$ cat src/rtl/mrc_pkg.sv
// Shared types and constants of the mixed-radix index converter.
// No dependencies; used by every module of the block.
`default_nettype none

package mrc_pkg;

	// Fixed field and register widths
	localparam int FIELD_DIMS = 4;
	localparam int EXT_W      = 13;
	localparam int CNT_W      = 3;
	localparam int REG_W      = 32;
	localparam int ADDR_W     = 5;
	localparam int IDX_W      = 3;

	// Quotient bits worked out in one divider stage
	localparam int STEP_BITS = 4;

	// Defaults of the top-level parameters
	localparam int DEF_MAX_DIMS   = 4;
	localparam int DEF_COORD_BITS = 12;
	localparam int DEF_INDEX_BITS = 32;

	// Register indexes (byte address / 4)
	localparam logic [IDX_W-1:0] REG_DIM_COUNT = 3'd0;
	localparam logic [IDX_W-1:0] REG_EXTENT_0  = 3'd1;
	localparam logic [IDX_W-1:0] REG_EXTENT_1  = 3'd2;
	localparam logic [IDX_W-1:0] REG_EXTENT_2  = 3'd3;
	localparam logic [IDX_W-1:0] REG_EXTENT_3  = 3'd4;

	// Reset values
	localparam logic [CNT_W-1:0] RST_DIM_COUNT = 3'd2;
	localparam logic [EXT_W-1:0] RST_EXTENT_0  = 13'd4096;
	localparam logic [EXT_W-1:0] RST_EXTENT_1  = 13'd4096;
	localparam logic [EXT_W-1:0] RST_EXTENT_2  = 13'd1;
	localparam logic [EXT_W-1:0] RST_EXTENT_3  = 13'd1;

	// Configuration as seen by the datapath: saturated count, extents with zero read as one
	typedef struct packed {
		logic [CNT_W-1:0]                  dims;
		logic [FIELD_DIMS-1:0][EXT_W-1:0]  ext;
	} cfg_t;

endpackage

`default_nettype wire

$ cat src/rtl/mrc_regs.sv
// APB register file of the converter: dimension count and four extents.
// Depends on mrc_pkg.
`default_nettype none

module mrc_regs #(
	parameter int MAX_DIMS = mrc_pkg::DEF_MAX_DIMS
) (
	input  wire logic                         clk,
	input  wire logic                         arst_n,
	input  wire logic                         psel,
	input  wire logic                         penable,
	input  wire logic                         pwrite,
	input  wire logic [mrc_pkg::ADDR_W-1:0]   paddr,
	input  wire logic [mrc_pkg::REG_W-1:0]    pwdata,
	output logic      [mrc_pkg::REG_W-1:0]    prdata,
	output logic                              pready,
	output mrc_pkg::cfg_t                     cfg
);

	localparam int CAP = (MAX_DIMS < mrc_pkg::FIELD_DIMS) ? MAX_DIMS : mrc_pkg::FIELD_DIMS;

	logic [mrc_pkg::CNT_W-1:0]                          dim_count_q;
	logic [mrc_pkg::FIELD_DIMS-1:0][mrc_pkg::EXT_W-1:0] ext_q;
	logic [mrc_pkg::IDX_W-1:0]                          reg_idx;
	logic                                               wr_en;

	assign reg_idx = paddr[mrc_pkg::ADDR_W-1:2];
	assign wr_en   = psel && penable && pwrite;
	assign pready  = 1'b1;

	// Register writes
	always_ff @(posedge clk or negedge arst_n) begin
		if (!arst_n) begin
			dim_count_q <= mrc_pkg::RST_DIM_COUNT;
			ext_q[0]    <= mrc_pkg::RST_EXTENT_0;
			ext_q[1]    <= mrc_pkg::RST_EXTENT_1;
			ext_q[2]    <= mrc_pkg::RST_EXTENT_2;
			ext_q[3]    <= mrc_pkg::RST_EXTENT_3;
		end else if (wr_en) begin
			case (reg_idx)
				mrc_pkg::REG_DIM_COUNT: dim_count_q <= pwdata[mrc_pkg::CNT_W-1:0];
				mrc_pkg::REG_EXTENT_0:  ext_q[0] <= pwdata[mrc_pkg::EXT_W-1:0];
				mrc_pkg::REG_EXTENT_1:  ext_q[1] <= pwdata[mrc_pkg::EXT_W-1:0];
				mrc_pkg::REG_EXTENT_2:  ext_q[2] <= pwdata[mrc_pkg::EXT_W-1:0];
				mrc_pkg::REG_EXTENT_3:  ext_q[3] <= pwdata[mrc_pkg::EXT_W-1:0];
				default: ;
			endcase
		end
	end

	// Read mux
	always_comb begin
		prdata = '0;
		case (reg_idx)
			mrc_pkg::REG_DIM_COUNT: prdata[mrc_pkg::CNT_W-1:0] = dim_count_q;
			mrc_pkg::REG_EXTENT_0:  prdata[mrc_pkg::EXT_W-1:0] = ext_q[0];
			mrc_pkg::REG_EXTENT_1:  prdata[mrc_pkg::EXT_W-1:0] = ext_q[1];
			mrc_pkg::REG_EXTENT_2:  prdata[mrc_pkg::EXT_W-1:0] = ext_q[2];
			mrc_pkg::REG_EXTENT_3:  prdata[mrc_pkg::EXT_W-1:0] = ext_q[3];
			default: prdata = '0;
		endcase
	end

	// Datapath view: count saturated, zero extent acts as one
	always_comb begin
		cfg.dims = (dim_count_q > mrc_pkg::CNT_W'(CAP)) ? mrc_pkg::CNT_W'(CAP) : dim_count_q;
		for (int d = 0; d < mrc_pkg::FIELD_DIMS; d++) begin
			cfg.ext[d] = (ext_q[d] == '0) ? mrc_pkg::EXT_W'(1) : ext_q[d];
		end
	end

endmodule

`default_nettype wire

$ cat config.mk
export PLATFORM = sky130hd
export DESIGN_NAME = mrc_regs
export DESIGN_NICKNAME = d
export VERILOG_FILES = /design/src/rtl/mrc_pkg.sv /design/src/rtl/mrc_regs.sv
export SDC_FILE = /design/constraint.sdc
export NUM_CORES = 1
export LEC_CHECK = 0
export BUFFER_PORTS_ARGS = -buffer_cell sky130_fd_sc_hd__buf_2
export CAP_MARGIN = 20
export CORE_UTILIZATION = 25
export DETAILED_ROUTE_END_ITERATION = 8
export GPL_ROUTABILITY_DRIVEN = 0
export HOLD_SLACK_MARGIN = 0.03
export SLEW_MARGIN = 30
export SYNTH_ARGS = -nofsm -noshare
export SYNTH_HDL_FRONTEND = slang
export SYNTH_SLANG_ARGS = --single-unit
$ cat constraint.sdc
create_clock -name clk -period 1.8 [get_ports clk]
set_input_delay 0.09 -clock clk [delete_from_list [all_inputs] [get_ports clk]]
set_output_delay 0.09 -clock clk [all_outputs]
set_load 0.02 [all_outputs]
==> flow_summary.json <==
{
  "status": "finished clean",
  "seq_area_frac_synth_pct": 45.21,
  "path_class": "reg -> out",
  "finalWirelength_mm": 8.525,
  "netlist.area_leader.share_pct": 40.92,
  "drive_gt1_share_pct": 57.01,
  "synth_area_leaders": "dfrtp_1, mux2_2, clkbuf_1",
  "grt_pass1_wl_mm": 13.19,
  "start_util_pct": 25.56,
  "tritoncts": "built",
  "path_max_fanout": 2,
  "final_nets": 362,
  "clockRootBuffer": "clkbuf_16",
  "preCtsSetupSlack_ns": 0.1551,
  "ys_seq_elements": 55,
  "insertion_delay_ns": 0.29,
  "finalHoldViolations": 0,
  "synth_warnings": 0,
  "ys_types": 34,
  "clk_path_buf_depth": 2,
  "clock.fmax_mhz": 559.3,
  "rrSetupSlack_ns": 0.91,
  "antenna_found_initial": 0,
  "crit_path_start_kind": "flip-flop",
  "slew_headroom_pct": 66.36,
  "cts.htree.levels": 2,
  "dr.pass1.iters": 4,
  "rsz0062_at_grt": "true",
  "drt_iter0_markers": 135,
  "p_leak_uw": 0.001803,
  "dp_cells": 458,
  "hp-class": "in -> reg",
  "rows": 40,
  "fin_crit_ns": 1.788,
  "gr-total-overflow": 0,
  "die-area_mm2": 0.01268,
  "yosys.area.top_type": "dfrtp_1",
  "crit_required_ns": 1.71,
  "finalNonFillerCells": 468,
  "io_pins": 130,
  "skew_ns": 0,
  "antenna_cells": 0,
  "grt_max_degree": 36,
  "area_growth_pct": 20.01,
  "cp.arrival_ns": 1.70,
  "rr_startpoint": "ext_q[16]$_DFFE_PN0P_",
  "fin_ws_ns": 0.01199,
  "wl_per_cell_um": 18.22,
  "dp.final_hpwl_mm": 6.514,
  "slowest_delay_ns": 0.55,
  "tightest_slew_ns": 0.5045,
  "antenna_left": 0,
  "portBuffers": 88,
  "cts_made_buffers": 5,
  "netlist_area_mm2": 0.003058,
  "drv_cap": 0,
  "cp_slowest_cell": "or4_4",
  "end_kind": "output pin",
  "grt_pass1_vias": 2223,
  "via_count": 2215,
  "total_power_uw": 4132,
  "power.density_mw_per_mm2": 1126,
  "path_clk_slew_ns": 0.08,
  "synth_cells": 271,
  "period_share_pct": 99.33,
  "crit_start": "ext_q[16]$_DFFE_PN0P_",
  "drc": 0,
  "die_w_um": 112.6,
  "clock-sinks": 55,
  "drv_slew": 0,
  "vias_per_cell": 4.733,
  "placeableCoreArea_mm2": 0.01196,
  "worstPathCellList": "or4_4 > nor4_2 > a31o_2 > buf_6",
  "groute.usage.overall_pct": 13.66,
  "holdCritStartpoint": "pwdata[10]",
  "setup_viol": 0,
  "irDropWorstVdd_mv": 0.4711,
  "synth_area_per_cell_um2": 11.28,
  "die_h_um": 112.6
}
==> per-stage QoR <==
step                setup TNS (ns)  hold slack [ns]  util [%]  area (um^2)
global route              -0.04642          0.06808     30.68         3670
floorplan                        0          -0.2056         -         3126
global placement                 0          0.08867     29.06         3476
CTS                      -0.001887          0.06235     30.63         3664
finish                           0          0.06969     30.68         3670
detailed placement               0          0.09692     29.06         3476
==> worst paths after layout <==
kind | endpoint | cells after the start
max reg2reg | ext_q[16]$_DFFE_PN0P_ | 2
min | ext_q[10]$_DFFE_PN0P_ | 2
min reg2reg | ext_q[14]$_DFFE_PN0P_ | 1
max | cfg[13] | 4
max in group asynchronous | ext_q[26]$_DFFE_PN1P_ | 3
min in group asynchronous | dim_count_q[2]$_DFFE_PN0P_ | 2
==> power by group <==
group | leakage (uW) | internal (uW) | switching [uW]
registers | 0.000691 | 1490 | 286
logic | 0.00104 | 555 | 784
clock network | 0.0000759 | 532 | 481
==> worst max-delay path: cells and delay by family (launching register included) <==
kind	cells	cell delay (ns)
AOI/OAI and AO/OA	1	0.20
buffers and inverters	1	0.12
DFF	1	0.39
and+or+nand+nor	2	0.70
==> logic make-up after synthesis <==
family                 Yosys count  synth area share [%]
AO/OA/AOI/OAI                   33                 7.733
buffers and inverters           81                 13.75
flip-flops                      55                 45.21
multiplexers                    68                 24.63
other                            2                0.2456
AND/OR/NAND/NOR                 32                 8.428
==> repair_timing <==
item,4_1_cts,5_1_grt
cloned,0,0
setup endpoints to repair,1,2
hold buffers,1,0
endpoints found under the hold margin,17,0
resized for setup,4,1
buffers inserted,1,0
==> cells in the mapped netlist (all sizes together) <==
| master | n |
|---|---|
| nand2b | 1 |
| mux2 | 58 |
| inv | 1 |
| or3 | 1 |
| or4 | 1 |
| clkbuf | 52 |
| o22a | 1 |
| nor3b | 5 |
| buf | 28 |
| nand4b | 1 |
| a22oi | 12 |
| mux2i | 10 |
| conb | 2 |
| a41o | 3 |
| nand3 | 1 |
| and2b | 1 |
| a32oi | 1 |
| nor4 | 8 |
| nor3 | 3 |
| a21oi | 2 |
| nor2 | 5 |
| dfrtp | 50 |
| nor2b | 3 |
| nand2 | 2 |
| o22ai | 12 |
| dfstp | 5 |
| a31o | 1 |
| o21ai | 1 |
==> placed cells by master (no fill, tap or decap), types with 2 or more instances in the layout <==
cell type,count
buf_2,87
mux2_2,56
dfrtp_1,50
conb_1,20
a22oi_1,12
o22ai_1,12
buf_4,12
mux2i_1,10
nor4_1,6
clkbuf_16,5
dfstp_2,5
nor2_1,4
nor3_1,3
a41o_1,3
nor3b_4,3
buf_12,3
nand2_1,2
nor3b_1,2
a21oi_1,2
nor4_2,2
nor2b_1,2
mux2_1,2
clkinv_4,2
==> state kept, by name, indices dropped and copies added (netlist names) <==
| signal | count |
|---|---|
| ext_q | 52 |
| dim_count_q | 3 |
==> metal layers <==
layer / vias to the layer above / global-route usage, % / share of wire, %
met2: 93 / 21.93 / 48
li1: 988 / - / -
met5: - / 0 / 0
met3: 9 / 3.672 / 6.2
met4: 0 / 2.756 / 0.90
met1: 1125 / 18.45 / 45
==> area by class of cell <==
type / instances / area (um^2)
Clock inverter: 3 / 28.78
Fill cell: 1225 / 8292
Inverter: 1 / 3.754
Clock buffer: 5 / 125.1
Timing Repair Buffer: 104 / 606.8
Sequential cell: 55 / 1383
Tap cell: 147 / 183.9
Multi-Input combinational cell: 153 / 1339
Note: power is estimated with default switching activity, not from simulation.
