$ cat src/rtl/mrc_pkg.sv
// Shared types and constants of the mixed-radix index converter.
// No dependencies; used by every module of the block.
`default_nettype none

package mrc_pkg;

	// Fixed field and register widths
	localparam int FIELD_DIMS = 4;
	localparam int EXT_W      = 13;
	localparam int CNT_W      = 3;
	localparam int REG_W      = 32;
	localparam int ADDR_W     = 5;
	localparam int IDX_W      = 3;

	// Quotient bits worked out in one divider stage
	localparam int STEP_BITS = 4;

	// Defaults of the top-level parameters
	localparam int DEF_MAX_DIMS   = 4;
	localparam int DEF_COORD_BITS = 12;
	localparam int DEF_INDEX_BITS = 32;

	// Register indexes (byte address / 4)
	localparam logic [IDX_W-1:0] REG_DIM_COUNT = 3'd0;
	localparam logic [IDX_W-1:0] REG_EXTENT_0  = 3'd1;
	localparam logic [IDX_W-1:0] REG_EXTENT_1  = 3'd2;
	localparam logic [IDX_W-1:0] REG_EXTENT_2  = 3'd3;
	localparam logic [IDX_W-1:0] REG_EXTENT_3  = 3'd4;

	// Reset values
	localparam logic [CNT_W-1:0] RST_DIM_COUNT = 3'd2;
	localparam logic [EXT_W-1:0] RST_EXTENT_0  = 13'd4096;
	localparam logic [EXT_W-1:0] RST_EXTENT_1  = 13'd4096;
	localparam logic [EXT_W-1:0] RST_EXTENT_2  = 13'd1;
	localparam logic [EXT_W-1:0] RST_EXTENT_3  = 13'd1;

	// Configuration as seen by the datapath: saturated count, extents with zero read as one
	typedef struct packed {
		logic [CNT_W-1:0]                  dims;
		logic [FIELD_DIMS-1:0][EXT_W-1:0]  ext;
	} cfg_t;

endpackage

`default_nettype wire

$ cat src/rtl/mrc_stage.sv
// One pipeline stage: STEP_BITS steps of the restoring divide for dimension DIM,
// plus the pack multiply-accumulate on the first stage of each dimension. Depends on mrc_pkg.
`default_nettype none

module mrc_stage #(
	parameter int INDEX_BITS = mrc_pkg::DEF_INDEX_BITS,
	parameter int COORD_BITS = mrc_pkg::DEF_COORD_BITS,
	parameter int NUM_W      = mrc_pkg::DEF_INDEX_BITS,
	parameter int DIV_STAGES = 8,
	parameter int DIM        = 0,
	parameter int SUB        = 0
) (
	input  wire logic                                          clk,
	input  wire logic                                          arst_n,
	input  wire mrc_pkg::cfg_t                                 cfg,
	input  wire logic                                          in_valid,
	input  wire logic                                          in_kind,
	input  wire logic [NUM_W-1:0]                              in_num,
	input  wire logic [mrc_pkg::EXT_W-1:0]                     in_rem,
	input  wire logic [INDEX_BITS-1:0]                         in_acc,
	input  wire logic [INDEX_BITS-1:0]                         in_mult,
	input  wire logic [mrc_pkg::FIELD_DIMS-1:0][COORD_BITS-1:0] in_coord,
	output logic                                               out_valid,
	output logic                                               out_kind,
	output logic      [NUM_W-1:0]                              out_num,
	output logic      [mrc_pkg::EXT_W-1:0]                     out_rem,
	output logic      [INDEX_BITS-1:0]                         out_acc,
	output logic      [INDEX_BITS-1:0]                         out_mult,
	output logic      [mrc_pkg::FIELD_DIMS-1:0][COORD_BITS-1:0] out_coord
);

	logic                                               valid_s1;
	logic                                               kind_s1;
	logic [NUM_W-1:0]                                   num_s1;
	logic [mrc_pkg::EXT_W-1:0]                          rem_s1;
	logic [INDEX_BITS-1:0]                              acc_s1;
	logic [INDEX_BITS-1:0]                              mult_s1;
	logic [mrc_pkg::FIELD_DIMS-1:0][COORD_BITS-1:0]     coord_s1;

	logic                                               active;
	logic [mrc_pkg::EXT_W-1:0]                          ext;
	logic [NUM_W-1:0]                                   num_n;
	logic [mrc_pkg::EXT_W-1:0]                          rem_n;
	logic [mrc_pkg::EXT_W:0]                            trial;
	logic [INDEX_BITS-1:0]                              acc_n;
	logic [INDEX_BITS-1:0]                              mult_n;
	logic [mrc_pkg::FIELD_DIMS-1:0][COORD_BITS-1:0]     coord_n;

	assign active = mrc_pkg::CNT_W'(DIM) < cfg.dims;
	assign ext    = cfg.ext[DIM];

	// Divide steps; a new remainder starts at the first stage of each dimension
	always_comb begin
		num_n = in_num;
		rem_n = (SUB == 0) ? '0 : in_rem;
		trial = '0;
		if (active) begin
			for (int j = 0; j < mrc_pkg::STEP_BITS; j++) begin
				trial = {rem_n, num_n[NUM_W-1]};
				if (trial >= {1'b0, ext}) begin
					trial = trial - {1'b0, ext};
					num_n = {num_n[NUM_W-2:0], 1'b1};
				end else begin
					num_n = {num_n[NUM_W-2:0], 1'b0};
				end
				rem_n = trial[mrc_pkg::EXT_W-1:0];
			end
		end
	end

	// Pack: acc += coord * product of lower extents, then extend the product
	always_comb begin
		acc_n  = in_acc;
		mult_n = in_mult;
		if (SUB == 0 && active) begin
			acc_n  = in_acc + INDEX_BITS'(in_coord[DIM] * in_mult);
			mult_n = INDEX_BITS'(in_mult * ext);
		end
	end

	// Remainder of the last divide stage is this dimension's coordinate
	always_comb begin
		coord_n = in_coord;
		if (SUB == DIV_STAGES - 1 && active && in_kind) begin
			coord_n[DIM] = COORD_BITS'(rem_n);
		end
	end

	always_ff @(posedge clk or negedge arst_n) begin
		if (!arst_n) begin
			valid_s1 <= 1'b0;
		end else begin
			valid_s1 <= in_valid;
		end
	end

	always_ff @(posedge clk) begin
		kind_s1  <= in_kind;
		num_s1   <= num_n;
		rem_s1   <= rem_n;
		acc_s1   <= acc_n;
		mult_s1  <= mult_n;
		coord_s1 <= coord_n;
	end

	assign out_valid = valid_s1;
	assign out_kind  = kind_s1;
	assign out_num   = num_s1;
	assign out_rem   = rem_s1;
	assign out_acc   = acc_s1;
	assign out_mult  = mult_s1;
	assign out_coord = coord_s1;

endmodule

`default_nettype wire

$ cat config.mk
export PLATFORM = sky130hd
export DESIGN_NAME = mrc_stage
export DESIGN_NICKNAME = d
export VERILOG_FILES = /design/src/rtl/mrc_pkg.sv /design/src/rtl/mrc_stage.sv
export SDC_FILE = /design/constraint.sdc
export NUM_CORES = 2
export LEC_CHECK = 0
export BUFFER_PORTS_ARGS = -buffer_cell sky130_fd_sc_hd__buf_4
export CAP_MARGIN = 20
export CORE_MARGIN = 5
export CORE_UTILIZATION = 55
export DETAILED_ROUTE_END_ITERATION = 7
export GPL_TIMING_DRIVEN = 0
export PLACE_DENSITY = 0.75
export RECOVER_POWER = 25
export SYNTH_ARGS = -nofsm -noshare
export SYNTH_HDL_FRONTEND = slang
export SYNTH_SLANG_ARGS = --single-unit
export TNS_END_PERCENT = 30
$ cat constraint.sdc
create_clock -name clk -period 0.9 [get_ports clk]
set_input_delay 0.09 -clock clk [delete_from_list [all_inputs] [get_ports clk]]
set_output_delay 0.09 -clock clk [all_outputs]
set_load 0.02 [all_outputs]
==> impl_metrics.env <==
export IMPL_relSlewSlack_pct=14.3
export IMPL_synth_simple_area_share_pct=18.1
export IMPL_min_from="in_num[28]"
export IMPL_maxCapViolations=0
export IMPL_hold_depth=4
export IMPL_finalCritPeriodShare_pct=707
export IMPL_clock_fmax_mhz=157
export IMPL_yosysUniqueCellTypes=72
export IMPL_peakVddDrop_uv=10100
export IMPL_hold_slack_ps=27.4
export IMPL_synth_ff_type="dfxtp_1"
export IMPL_whs_endpoint="out_rem[0]"
export IMPL_p_leak_uw=0.0177
export IMPL_postSynthAreaPerCell_um2=8.74
export IMPL_wl_met2_mm=55.0
export IMPL_grt_max_degree=19
export IMPL_rows=79
export IMPL_synth_top_family_by_area="adder cells"
export IMPL_critical_path_arrival_ps=6740
export IMPL_synthAdderAreaFrac_pct=48.0
export IMPL_cp_max_fo=8
export IMPL_area_growth_pct=45.4
export IMPL_clock_tree_root_cell="clkbuf_16"
export IMPL_synth_seq_area_share_pct=12.3
export IMPL_dieWidth_um=227
export IMPL_final_cell_mix="nand2_1, fa_1, inv_1"
export IMPL_grt_first_pass_wirelength_mm=160
export IMPL_synth_seq_cells=159
export IMPL_die_height_um=227
export IMPL_cts_buffers=17
export IMPL_fill_cells=2614
export IMPL_cts_tree="built"
export IMPL_endpoint_kind="flip-flop"
export IMPL_tightestPinTransition_ps=1290
export IMPL_routed_top_layer="met5"
export IMPL_clock_path_buffers=2
export IMPL_final_common_cell="nand2_1"
export IMPL_grt_pass1_vias=27900
export IMPL_final_setup_worst_slack_ps=-5460
export IMPL_die_area_um2=51400
export IMPL_yosys_area_share_xor_xnor_pct=4.00
export IMPL_place_gp_congestion=0.969
export IMPL_io_buffers=312
export IMPL_wl_met3_mm=14.4
export IMPL_synth_compound_area_share_pct=7.72
export IMPL_power_density_nw_per_um2=4400
export IMPL_maxSlewViolCount=0
export IMPL_synth_nets=3847
export IMPL_drt_iter0_markers=2742
export IMPL_synth_edff_count=0
export IMPL_vias=26200
export IMPL_syn_cell_area_um2=25800
export IMPL_overflow=0
export IMPL_grt_setup_unrepaired="true"
export IMPL_max_stage_delay_ps=390
export IMPL_setup_viol=244
export IMPL_wl_met1_mm=36.4
export IMPL_final_nets=4561
export IMPL_synthCells=2956
export IMPL_io_pins=375
export IMPL_failed_checks="DRC, setup timing"
export IMPL_hold_violations=0
export IMPL_initial_core_util_pct=55.5
export IMPL_min_period_ps=6360
export IMPL_cp_slowest_cell="fa_2"
export IMPL_post_route_cells_drive_above_1_share_pct=32.1
export IMPL_worstSetupPathType="primary input to flip-flop"
export IMPL_wire_per_inst_um=27.5
export IMPL_place_inst=3878
export IMPL_cts_sinks=159
export IMPL_core_um2=46600
export IMPL_yosysWarnings=0
export IMPL_clk_pin_slew_worst_paths_ps=70
export IMPL_ctsHtreeMaxLevel=4
export IMPL_critPathLaunchType="primary input"
export IMPL_drt_pass1_iterations=8
export IMPL_layout_cells_non_filler=4299
export IMPL_antenna_found_initial=14
export IMPL_synthMuxAreaShare_pct=0.402
export IMPL_crit_required_ps=1280
export IMPL_ys_async_sr_fraction_pct=0.629
export IMPL_ant_nets=0
export IMPL_dp_hpwl_mm=74.7
export IMPL_status="finished, violations left"
export IMPL_hp_class="primary input to flip-flop"
export IMPL_vias_per_cell=6.09
export IMPL_drc=1
export IMPL_grt_util_all_layers_pct=41.8
export IMPL_routed_wl_mm=118
[report_power, final]
| group | switching, uW | leakage [uW] | internal [uW] | total, uW |
|---|---|---|---|---|
| Sequential | 604 | 0.00134 | 9640 | 10200 |
| Combinational | 79400 | 0.0161 | 67800 | 147000 |
| Clock | 4010 | 0.000294 | 3810 | 7820 |
| Total | 84000 | 0.0177 | 81200 | 165000 |
[flip-flops by register name (all words and copies together), names as in the netlist]
signal / flops
out_kind: 1
out_coord: 48
out_rem: 13
out_valid: 1
out_acc: 32
out_num: 32
out_mult: 32
[metrics by stage]
stage | cell area (um2) | setup WS, ps | setup TNS [ps] | util (%) | power [uW]
after CTS | 36400 | -5260 | -300840 | 78.1 | 144000
after global routing | 37500 | -5600 | -334210 | 80.7 | 171000
after floorplan | 27100 | -5490 | -283280 | - | 90500
after detailed placement | 30300 | -7320 | -392740 | 65.0 | 110000
final | 37600 | -5460 | -324870 | 80.7 | 165000
after global placement | 30200 | -7360 | -393790 | 64.9 | 107000
[metal layers]
layer / vias up / track usage, %
li1: 10400 / -
met1: 12800 / 44.3
met2: 2047 / 69.8
met3: 903 / 13.3
met4: 12 / 30.9
met5: - / 0
[cell usage after synthesis (4+ instances only)]
master    instances  area [um2]
dfxtp_1         158        3160
a211o_1           6        52.6
o21bai_1         10        75.1
xor2_1           42         368
a31oi_1          14        87.6
buf_6             4        45.0
a21o_1           24         180
nor4_1            7        43.8
a21boi_0          4        30.0
nand2_1         647        2430
and3_1           16         100
fa_1            528       10600
ha_1            147        1840
nand3_1          20         100
clkbuf_1        137         514
o31ai_1           6        45.0
buf_1            13        48.8
mux2i_1           7        70.1
or3_1             5        31.3
a211oi_1         14         105
o211ai_1          8        60.1
nand2b_1         10        62.6
xnor2_1          76         666
a21oi_1          96         480
o21ai_0          80         400
nor3_1           18        90.1
nor2b_1           8        50.1
a31o_2            4        35.0
or2_2             7        43.8
nor2_1           75         282
nand4_1          10        62.6
inv_1           482        1810
o21a_1           17         128
and2_1          206        1290
[worst max path at each step]
stage | from | end | slack [ps] | depth (start not counted)
after floorplan | cfg[6] | out_rem[8] | -5490 | 37
after global placement | cfg[1] | out_rem[7] | -7360 | 38
after detailed placement | in_num[31] | out_rem[7] | -7320 | 37
after CTS | cfg[4] | out_rem[7] | -5260 | 36
after global routing | in_num[31] | out_rem[7] | -5600 | 36
final | cfg[11] | out_rem[7] | -5460 | 36
[critical path, delay by kind of cell]
family / cells / cell delay, ps
compound gates: 16 / 3090
fa+ha+maj: 3 / 810
buf+inv: 6 / 730
mux: 1 / 190
simple gates: 10 / 1820
[cell families after synthesis]
family                     Yosys count
AOI/OAI and AO/OA                  315
adders and majority gates          675
and+or+nand+nor                   1041
muxes                               10
DFF                                159
xor gates and xnor gates           118
buffers and inverters              638
[repair_timing]
item,in CTS,in global routing
pin swaps,229,163
setup endpoints to repair,268,268
cloned,2,0
endpoints found under the hold margin,128,0
hold buffers,128,0
buffers inserted,207,59
resized for setup,592,207
[layout make-up]
class	count	area, um2	share of cell area, %
Inverter	482	1820	4.84
Timing Repair Buffer	699	6260	16.7
Sequential cell	159	3210	8.53
Buffer	152	2030	5.39
Clock buffer	18	439	1.17
Tap cell	607	759	2.02
Clock inverter	14	166	0.443
Multi-Input combinational cell	2159	22900	60.9
Antenna cell	9	22.5	0.0599
Power figures use the tool's default switching activity.
